**config.mk**
```make
export PLATFORM = sky130hd
export DESIGN_NAME = overlapping_audio_framer_core
export DESIGN_NICKNAME = d
export VERILOG_FILES = /design/src/hw/rtl/oaf_pkg.sv /design/src/hw/rtl/oaf_ram.sv /design/src/hw/rtl/oaf_fifo.sv /design/src/hw/rtl/oaf_front.sv /design/src/hw/rtl/oaf_back.sv /design/src/hw/rtl/overlapping_audio_framer_core.sv
export SDC_FILE = /design/constraint.sdc
export NUM_CORES = 2
export LEC_CHECK = 0
export ABC_CLOCK_PERIOD_IN_PS = 5900
export BUFFER_PORTS_ARGS = -buffer_cell sky130_fd_sc_hd__buf_2
export CORE_MARGIN = 4
export CORE_UTILIZATION = 55
export CTS_CLUSTER_SIZE = 28
export DETAILED_ROUTE_END_ITERATION = 10
export MAX_ROUTING_LAYER = met4
export PLACE_DENSITY = 0.75
export SLEW_MARGIN = 10
export SYNTH_ARGS = -nofsm -noshare
export SYNTH_HDL_FRONTEND = slang
export SYNTH_SLANG_ARGS = --single-unit
export TNS_END_PERCENT = 50
```
**constraint.sdc**
```tcl
create_clock -name clk -period 5.9 [get_ports clk]
set_input_delay 0.59 -clock clk [delete_from_list [all_inputs] [get_ports clk]]
set_output_delay 0.59 -clock clk [all_outputs]
set_load 0.03 [all_outputs]
```
**src/hw/rtl/oaf_pkg.sv**
```systemverilog
// Shared constants and types for the overlapping audio framer.
`default_nettype none
package oaf_pkg;
	localparam int SAMPLE_W = 16;
	localparam int CFG_W    = 7;
	localparam int APB_DW   = 32;
	localparam int APB_AW   = 3;

	typedef enum logic {
		REG_STEP_SIZE   = 1'b0,
		REG_WINDOW_SIZE = 1'b1
	} reg_idx_t;
endpackage
`default_nettype wire

```
**src/hw/rtl/oaf_ram.sv**
```systemverilog
// Generic simple dual-port RAM, one write port and one registered read port.
`default_nettype none
module oaf_ram #(
	parameter int WIDTH = 16,
	parameter int DEPTH = 128
) (
	input  logic                     clk,
	input  logic                     wr_en,
	input  logic [$clog2(DEPTH)-1:0] wr_addr,
	input  logic [WIDTH-1:0]         wr_data,
	input  logic                     rd_en,
	input  logic [$clog2(DEPTH)-1:0] rd_addr,
	output logic [WIDTH-1:0]         rd_data
);
	logic [WIDTH-1:0] mem_q [DEPTH];

	always_ff @(posedge clk) begin
		if (wr_en) begin
			mem_q[wr_addr] <= wr_data;
		end
		if (rd_en) begin
			rd_data <= mem_q[rd_addr];
		end
	end
endmodule
`default_nettype wire

```
**src/hw/rtl/oaf_fifo.sv**
```systemverilog
// Small flip-flop FIFO used for the window job queue and the output buffer.
`default_nettype none
module oaf_fifo #(
	parameter int WIDTH = 8,
	parameter int DEPTH = 2
) (
	input  logic                       clk,
	input  logic                       arst_n,
	input  logic                       push,
	input  logic [WIDTH-1:0]           din,
	input  logic                       pop,
	output logic [WIDTH-1:0]           dout,
	output logic                       full,
	output logic                       empty,
	output logic [$clog2(DEPTH+1)-1:0] count
);
	localparam int AW = $clog2(DEPTH);
	localparam int CW = $clog2(DEPTH + 1);

	logic [WIDTH-1:0] data_q [DEPTH];
	logic [AW-1:0]    wr_ptr_q;
	logic [AW-1:0]    rd_ptr_q;
	logic [CW-1:0]    cnt_q;
	logic             do_push;
	logic             do_pop;

	assign full    = (cnt_q == CW'(DEPTH));
	assign empty   = (cnt_q == '0);
	assign count   = cnt_q;
	assign dout    = data_q[rd_ptr_q];
	assign do_push = push && !full;
	assign do_pop  = pop && !empty;

	always_ff @(posedge clk or negedge arst_n) begin
		if (!arst_n) begin
			wr_ptr_q <= '0;
			rd_ptr_q <= '0;
			cnt_q    <= '0;
		end else begin
			if (do_push) begin
				wr_ptr_q <= (wr_ptr_q == AW'(DEPTH - 1)) ? '0 : wr_ptr_q + 1'b1;
			end
			if (do_pop) begin
				rd_ptr_q <= (rd_ptr_q == AW'(DEPTH - 1)) ? '0 : rd_ptr_q + 1'b1;
			end
			if (do_push && !do_pop) begin
				cnt_q <= cnt_q + 1'b1;
			end else if (do_pop && !do_push) begin
				cnt_q <= cnt_q - 1'b1;
			end
		end
	end

	always_ff @(posedge clk) begin
		if (do_push) begin
			data_q[wr_ptr_q] <= din;
		end
	end
endmodule
`default_nettype wire

```
**src/hw/rtl/oaf_front.sv**
```systemverilog
// Front end: takes samples, writes the ring, tracks fill and hop, queues window jobs.
`default_nettype none
module oaf_front import oaf_pkg::*; #(
	parameter int MAX_WINDOW = 64
) (
	input  logic                                clk,
	input  logic                                arst_n,
	input  logic                                push,
	output logic                                full,
	input  logic signed [SAMPLE_W-1:0]          sample,
	input  logic                                restart,
	input  logic [CFG_W-1:0]                    step_size,
	input  logic [CFG_W-1:0]                    window_size,
	input  logic                                job_full,
	input  logic                                job_empty,
	input  logic [$clog2(2*MAX_WINDOW)-1:0]     head_start,
	output logic                                wr_en,
	output logic [$clog2(2*MAX_WINDOW)-1:0]     wr_addr,
	output logic [SAMPLE_W-1:0]                 wr_data,
	output logic                                job_push,
	output logic [$clog2(2*MAX_WINDOW)-1:0]     job_start,
	output logic [$clog2(MAX_WINDOW+1)-1:0]     job_len
);
	localparam int RING = 2 * MAX_WINDOW;
	localparam int PW   = $clog2(RING);
	localparam int LW   = $clog2(MAX_WINDOW + 1);
	localparam int HW   = $clog2(MAX_WINDOW);

	logic [PW-1:0] wp_q;
	logic [LW-1:0] fill_q;
	logic [HW-1:0] hop_q;

	logic          accept;
	logic [LW-1:0] w_eff;
	logic [LW-1:0] s_eff;
	logic [LW-1:0] fill_base;
	logic [HW-1:0] hop_base;
	logic [LW-1:0] fill_new;
	logic [HW-1:0] hop_new;
	logic          emit;
	logic [PW:0]   start_sum;

	// ring write must never land on the oldest window still being read
	assign full   = job_full || (!job_empty && (wp_q == head_start));
	assign accept = push && !full;

	always_comb begin
		if (window_size == '0) begin
			w_eff = LW'(1);
		end else if (window_size > CFG_W'(MAX_WINDOW)) begin
			w_eff = LW'(MAX_WINDOW);
		end else begin
			w_eff = LW'(window_size);
		end
		if (step_size == '0) begin
			s_eff = LW'(1);
		end else if (step_size > CFG_W'(w_eff)) begin
			s_eff = w_eff;
		end else begin
			s_eff = LW'(step_size);
		end
	end

	always_comb begin
		fill_base = restart ? '0 : fill_q;
		hop_base  = restart ? '0 : hop_q;
		fill_new  = (fill_base < LW'(MAX_WINDOW)) ? fill_base + 1'b1 : fill_base;
		emit      = 1'b0;
		hop_new   = '0;
		if (fill_new < w_eff) begin
			hop_new = '0;
		end else if (fill_base < w_eff) begin
			emit = 1'b1;
		end else if ((LW'(hop_base) + 1'b1) >= s_eff) begin
			emit = 1'b1;
		end else begin
			hop_new = hop_base + 1'b1;
		end
	end

	always_comb begin
		start_sum = (PW+1)'(wp_q) + (PW+1)'(RING + 1) - (PW+1)'(w_eff);
		if (start_sum >= (PW+1)'(RING)) begin
			start_sum = start_sum - (PW+1)'(RING);
		end
	end

	assign wr_en     = accept;
	assign wr_addr   = wp_q;
	assign wr_data   = sample;
	assign job_push  = accept && emit;
	assign job_start = start_sum[PW-1:0];
	assign job_len   = w_eff;

	always_ff @(posedge clk or negedge arst_n) begin
		if (!arst_n) begin
			wp_q   <= '0;
			fill_q <= '0;
			hop_q  <= '0;
		end else if (accept) begin
			wp_q   <= (wp_q == PW'(RING - 1)) ? '0 : wp_q + 1'b1;
			fill_q <= fill_new;
			hop_q  <= hop_new;
		end
	end
endmodule
`default_nettype wire

```
**src/hw/rtl/oaf_back.sv**
```systemverilog
// Back end: walks the head window job through the ring and feeds the output buffer.
`default_nettype none
module oaf_back #(
	parameter int MAX_WINDOW = 64
) (
	input  logic                            clk,
	input  logic                            arst_n,
	input  logic                            job_valid,
	input  logic [$clog2(2*MAX_WINDOW)-1:0] job_start,
	input  logic [$clog2(MAX_WINDOW+1)-1:0] job_len,
	output logic                            job_pop,
	input  logic [1:0]                      out_count,
	input  logic                            out_pop,
	output logic                            rd_en,
	output logic [$clog2(2*MAX_WINDOW)-1:0] rd_addr,
	output logic                            out_push,
	output logic                            out_last
);
	localparam int RING = 2 * MAX_WINDOW;
	localparam int PW   = $clog2(RING);
	localparam int LW   = $clog2(MAX_WINDOW + 1);

	logic [LW-1:0] k_q;
	logic          rd_v_s1;
	logic          last_s1;
	logic          last_k;
	logic          issue;
	logic [2:0]    used;
	logic [PW:0]   addr_sum;

	// two-entry output buffer: count beats held plus the read in flight
	assign used   = 3'(out_count) + 3'(rd_v_s1);
	assign issue  = job_valid && (used < (3'd2 + 3'(out_pop)));
	assign last_k = (k_q == job_len - LW'(1));

	always_comb begin
		addr_sum = (PW+1)'(job_start) + (PW+1)'(k_q);
		if (addr_sum >= (PW+1)'(RING)) begin
			addr_sum = addr_sum - (PW+1)'(RING);
		end
	end

	assign rd_en    = issue;
	assign rd_addr  = addr_sum[PW-1:0];
	assign job_pop  = issue && last_k;
	assign out_push = rd_v_s1;
	assign out_last = last_s1;

	always_ff @(posedge clk or negedge arst_n) begin
		if (!arst_n) begin
			k_q     <= '0;
			rd_v_s1 <= 1'b0;
		end else begin
			rd_v_s1 <= issue;
			if (issue) begin
				k_q <= last_k ? '0 : k_q + 1'b1;
			end
		end
	end

	always_ff @(posedge clk) begin
		last_s1 <= issue && last_k;
	end
endmodule
`default_nettype wire

```
**src/hw/rtl/overlapping_audio_framer_core.sv**
```systemverilog
// Overlapping audio framer top level: APB registers, ring RAM, front, job queue, back.
`default_nettype none
// Takes one signed 16-bit sample per push beat and, once window_size samples have arrived
// since the last restart, emits the newest window_size samples oldest first at every
// step_size-th sample, with last set on the final beat. A window of w samples is read
// from the ring RAM into the output buffer at one beat per cycle while that buffer has
// room, for the job at the head of the job queue; with step 1 the sustained rate is set by
// the single read port of the ring RAM. Up to two windows wait in the job queue; full
// rises when that queue is full or when the next ring write would reach the oldest
// window not yet read out. Registers: step_size at byte 0, window_size at byte 4.
module overlapping_audio_framer_core import oaf_pkg::*; #(
	parameter int MAX_WINDOW = 64
) (
	input  logic                       clk,
	input  logic                       arst_n,
	input  logic                       psel,
	input  logic                       penable,
	input  logic                       pwrite,
	input  logic [APB_AW-1:0]          paddr,
	input  logic [APB_DW-1:0]          pwdata,
	output logic [APB_DW-1:0]          prdata,
	output logic                       pready,
	input  logic                       push,
	output logic                       full,
	input  logic signed [SAMPLE_W-1:0] sample,
	input  logic                       restart,
	output logic                       empty,
	input  logic                       pop,
	output logic signed [SAMPLE_W-1:0] window_sample,
	output logic                       last
);
	localparam int RING = 2 * MAX_WINDOW;
	localparam int PW   = $clog2(RING);
	localparam int LW   = $clog2(MAX_WINDOW + 1);
	localparam int JW   = PW + LW;
	localparam int OW   = SAMPLE_W + 1;

	logic [CFG_W-1:0]    step_q;
	logic [CFG_W-1:0]    win_q;
	reg_idx_t            reg_sel;

	logic                wr_en;
	logic [PW-1:0]       wr_addr;
	logic [SAMPLE_W-1:0] wr_data;
	logic                rd_en;
	logic [PW-1:0]       rd_addr;
	logic [SAMPLE_W-1:0] rd_data;

	logic                job_push;
	logic [PW-1:0]       job_start_in;
	logic [LW-1:0]       job_len_in;
	logic                job_pop;
	logic [JW-1:0]       job_head;
	logic                job_full;
	logic                job_empty;
	logic [1:0]          job_count;

	logic                out_push;
	logic                out_last;
	logic [OW-1:0]       out_head;
	logic                out_full;
	logic [1:0]          out_count;
	logic                out_pop;

	assign pready  = 1'b1;
	assign reg_sel = reg_idx_t'(paddr[2]);

	always_ff @(posedge clk or negedge arst_n) begin
		if (!arst_n) begin
			step_q <= CFG_W'(1);
			win_q  <= CFG_W'(1);
		end else if (psel && penable && pwrite) begin
			unique case (reg_sel)
				REG_STEP_SIZE:   step_q <= pwdata[CFG_W-1:0];
				REG_WINDOW_SIZE: win_q  <= pwdata[CFG_W-1:0];
				default: ;
			endcase
		end
	end

	always_comb begin
		unique case (reg_sel)
			REG_STEP_SIZE:   prdata = APB_DW'(step_q);
			REG_WINDOW_SIZE: prdata = APB_DW'(win_q);
			default:         prdata = '0;
		endcase
	end

	oaf_ram #(
		.WIDTH (SAMPLE_W),
		.DEPTH (RING)
	) u_ring (
		.clk     (clk),
		.wr_en   (wr_en),
		.wr_addr (wr_addr),
		.wr_data (wr_data),
		.rd_en   (rd_en),
		.rd_addr (rd_addr),
		.rd_data (rd_data)
	);

	oaf_front #(
		.MAX_WINDOW (MAX_WINDOW)
	) u_front (
		.clk         (clk),
		.arst_n      (arst_n),
		.push        (push),
		.full        (full),
		.sample      (sample),
		.restart     (restart),
		.step_size   (step_q),
		.window_size (win_q),
		.job_full    (job_full),
		.job_empty   (job_empty),
		.head_start  (job_head[JW-1:LW]),
		.wr_en       (wr_en),
		.wr_addr     (wr_addr),
		.wr_data     (wr_data),
		.job_push    (job_push),
		.job_start   (job_start_in),
		.job_len     (job_len_in)
	);

	oaf_fifo #(
		.WIDTH (JW),
		.DEPTH (2)
	) u_job_q (
		.clk    (clk),
		.arst_n (arst_n),
		.push   (job_push),
		.din    ({job_start_in, job_len_in}),
		.pop    (job_pop),
		.dout   (job_head),
		.full   (job_full),
		.empty  (job_empty),
		.count  (job_count)
	);

	oaf_back #(
		.MAX_WINDOW (MAX_WINDOW)
	) u_back (
		.clk       (clk),
		.arst_n    (arst_n),
		.job_valid (!job_empty && (job_count != 2'd0)),
		.job_start (job_head[JW-1:LW]),
		.job_len   (job_head[LW-1:0]),
		.job_pop   (job_pop),
		.out_count (out_count),
		.out_pop   (out_pop),
		.rd_en     (rd_en),
		.rd_addr   (rd_addr),
		.out_push  (out_push),
		.out_last  (out_last)
	);

	assign out_pop = pop && !empty;

	oaf_fifo #(
		.WIDTH (OW),
		.DEPTH (2)
	) u_out_q (
		.clk    (clk),
		.arst_n (arst_n),
		.push   (out_push),
		.din    ({rd_data, out_last}),
		.pop    (out_pop),
		.dout   (out_head),
		.full   (out_full),
		.empty  (empty),
		.count  (out_count)
	);

	assign window_sample = signed'(out_head[OW-1:1]);
	assign last          = out_head[0] && !out_full || out_head[0];
endmodule
`default_nettype wire
```
==> out/metrics.csv <==
metric,value,unit
Mapped Avg Cell Area,20.4,µm²
Post-synth EDFFs,2126,
most frequent cells after synthesis,"2,126 x edfxtp_1, 529 x mux4_2, 228 x nand2_1, 211 x nor2_1, 102 x clkbuf_1",
CP cell instances,mux2_2 > ha_4 > fa_4 > buf_12 > buf_12 > mux4_2 > nor2_1 > nor2_1 > o22ai_1 > a211oi_1 > a211oi_1 > nor4_1 > buf_4,
Sink Count,2177,
clock-pin slew on the worst setup and hold paths,0.06,ns
r2r startpoint,u_job_q.rd_ptr_q,
Crit. Startpoint,u_job_q.rd_ptr_q,
vias per inst,6.58,
FP Rows,145,
proportion of layout cells with a drive suffix above 1,25.8,%
"Hold-fix buffers, CTS",8,
largest cells by area after synthesis,"edfxtp_1 74%, mux4_2 14%, dfrtp_1 1.4%, nand2_1 0.99%, nor2_1 0.92%",
CTS max path bufs,3,
Yosys cell types,86,
Comb power frac,46.3,%
total grt overflow,0,
CP max stage cell,fa_4,
via count of the first global-routing pass,43970,
path depth of the worst reg2reg path,13,
starting density of the core,55.3,%
DP HPWL,123000,µm
Mapped Area,86300,µm²
top-count cell post-synth,edfxtp_1,
Final ANT Viol Nets,0,
starting DRC count in detailed routing,6769,
sequential share of power,31.8,%
RR Endpoint,u_ring.rd_data[1],
Root Driver,clkbuf_16,
vias,44423,
Ys Warns,0,
DRC errors left,0,
width of the die,404,µm
PD cells,586,nW/µm²
Final setup viols,0,
Fin. Hold Viols,0,
"Primary FF master, synth",edfxtp_1,
Setup crit end,u_ring.rd_data[1],
"Design Area, Final",96700,µm²
filler instances,10210,
H-tree levels,4,
Slew Limit Fails,0,
power share of the clock group,21.9,%
Post-CTS Setup Inserts,0,
Reg2Reg Setup Slack,0.21,ns
P_sw,21.6,mW
PostCTS Resize Cnt,0,
NumNets Final,4646,
GPL Wtd Cong,0.978,
Num CTS Buffers,202,
Core ar.,156000,µm²
Leak,31.1,nW
Avg WL per Cell,31.0,µm
CP Launch Type,register,
Max Cap Violations,0,
Die Area,163000,µm²
largest net degree at the start of global routing,91,
post-synthesis sequential area ratio,75.4,%
GRT Util Overall,26.7,%
total power consumption of the routed design,56.7,mW
DR pass1 iterations,8,
top cell type's share of synthesized area,73.9,%
Worst Hold Slack,0.148,ns
skew final,0.0342,ns
final critical-path share of the clock period,96.5,%
setup TNS,0,ns
I/O Buffers,57,
post-synth top area cell,edfxtp_1,
fmax,0.176,GHz
Post-Syn Instances,4231,
Worst-Skew Late Latency,0.84,ns
switching part of the total,38.1,%
Hold Crit Class,input port to register,
RSZ-0062 raised after global routing,false,
Crit Path Class,register to register,
CP peak stage delay,1.02,ns
"FFs w/ async S/R, synth",2.30,%
IO Count,111,
Slew @ Worst Pin,1.18,ns
Crit Path Max Fanout,64,
first-pass GRT wire length,307000,µm
DP Area,90400,µm²
Worst Path Arrival,6.39,ns
CP endpoint kind,register,
post-route minimum period,5.69,ns
"Data required, critical path",6.60,ns
Die Y,404,µm
synthesized flop and latch total,2177,
internal power,35.1,mW
CTS tree,built,
Rel. slew slack,20.5,%
Max VDD drop,485,µV
initial antenna violation count,3,
Post-Route WL,209000,µm
outcome,finished clean,
Layout area overhead,12.0,%
[final cells by class]
type	instances	area [µm²]	area share (%)
multi-input cells	1793	20000	20.7
clock buffers	256	5360	5.55
diodes	6	15.0	0.0155
clock inverters	99	842	0.871
flip-flops and latches	2177	65100	67.3
inverters	29	109	0.113
repair buffers	330	2680	2.77
well taps	2058	2570	2.66
[cell families after synthesis]
family | synth area share [%]
buffers and inverters | 1.60
other | 0.00870
AO/OA/AOI/OAI | 2.65
XOR/XNOR | 0.523
AND/OR/NAND/NOR | 3.79
adder cells (fa/ha/maj) | 0.800
multiplexers | 15.2
flip-flops | 75.4
[layout by cell type, fill, tap and decap left out, drive strengths merged, types with 10 or more instances in the layout]
| cell | n |
|---|---|
| dfrtp | 48 |
| and3 | 50 |
| a21o | 12 |
| a211oi | 49 |
| clkbuf | 256 |
| a311oi | 15 |
| o22ai | 30 |
| o211ai | 16 |
| inv | 32 |
| mux2i | 57 |
| nand4 | 39 |
| nor2b | 19 |
| o21ai | 50 |
| conb | 26 |
| nor4 | 13 |
| nand3 | 42 |
| a31oi | 48 |
| buf | 322 |
| nor3 | 37 |
| nand2 | 230 |
| a211o | 14 |
| xor2 | 21 |
| nor2 | 212 |
| o221ai | 10 |
| ha | 52 |
| xnor2 | 28 |
| mux4 | 529 |
| and2 | 14 |
| a21oi | 26 |
| bufinv | 13 |
| mux2 | 57 |
| clkinv | 79 |
| edfxtp | 2126 |
| nor3b | 16 |
[worst max-delay path: cells and delay by family, from the launching register on]
kind	cells	cell delay [ns]
AOI/OAI and AO/OA	3	0.86
adders and majority gates	2	1.20
and+or+nand+nor	3	1.30
buffers and inverters	3	0.83
DFF	1	0.59
muxes	2	0.73
[state kept, by name, summed over array words and instances, names as in the netlist]
signal            cells
u_back.out_last       1
u_out_q.count         2
u_out_q.data_q       34
step_q                7
u_front.wr_addr       7
u_out_q.rd_ptr_q      1
u_job_q.count         2
u_job_q.rd_ptr_q      1
u_back.out_push       1
u_front.hop_q         6
u_job_q.wr_ptr_q      1
u_out_q.wr_ptr_q      1
u_back.k_q            7
u_front.fill_q        7
win_q                 7
u_job_q.data_q       28
u_ring.rd_data       16
u_ring.mem_q       2048
[worst min path at each step]
stage | start | to | slack, ns | cells after the start
floorplan | arst_n | step_q[1] | 0.29 | 0
global placement | u_back.out_last | u_out_q.data_q[1][0] | 0.41 | 0
detailed placement | u_back.out_last | u_out_q.data_q[1][0] | 0.43 | 0
CTS | pop | u_out_q.rd_ptr_q | 0.08 | 3
global route | pop | u_out_q.rd_ptr_q | 0.14 | 3
finish | pop | u_out_q.rd_ptr_q | 0.15 | 3
[metrics by stage]
| step | utilization (%) | cells | worst slack [ns] |
|---|---|---|---|
| CTS | 61.9 | 6742 | 0.440 |
| detailed placement | 57.9 | 6379 | 0.435 |
| global route | 61.9 | 6744 | 0.135 |
| finish | 61.9 | 6748 | 0.205 |
| floorplan | - | 4255 | 1.75 |
| global placement | 57.9 | 6379 | 0.483 |
[power groups by stage]
| stage | sequential, mW | clock, mW | combinational, mW |
|---|---|---|---|
| 2_1_floorplan | 18.2 | 0 | 15.9 |
| 3_3_place_gp | 18.3 | 0 | 25.3 |
| 3_5_place_dp | 18.4 | 0 | 25.6 |
| 4_1_cts | 18.0 | 12.5 | 25.8 |
| 5_1_grt | 18.1 | 13.2 | 27.3 |
| 6_report | 18.1 | 12.4 | 26.2 |
[per-layer routing]
metal / global-route usage, % / part of all wire [%]
met3: 5.95 / 11
met4: 9.53 / 3.9
met2: 39.6 / 47
met1: 37.0 / 38
met5: - / 0
No activity file was read; power rests on OpenSTA's default activity.
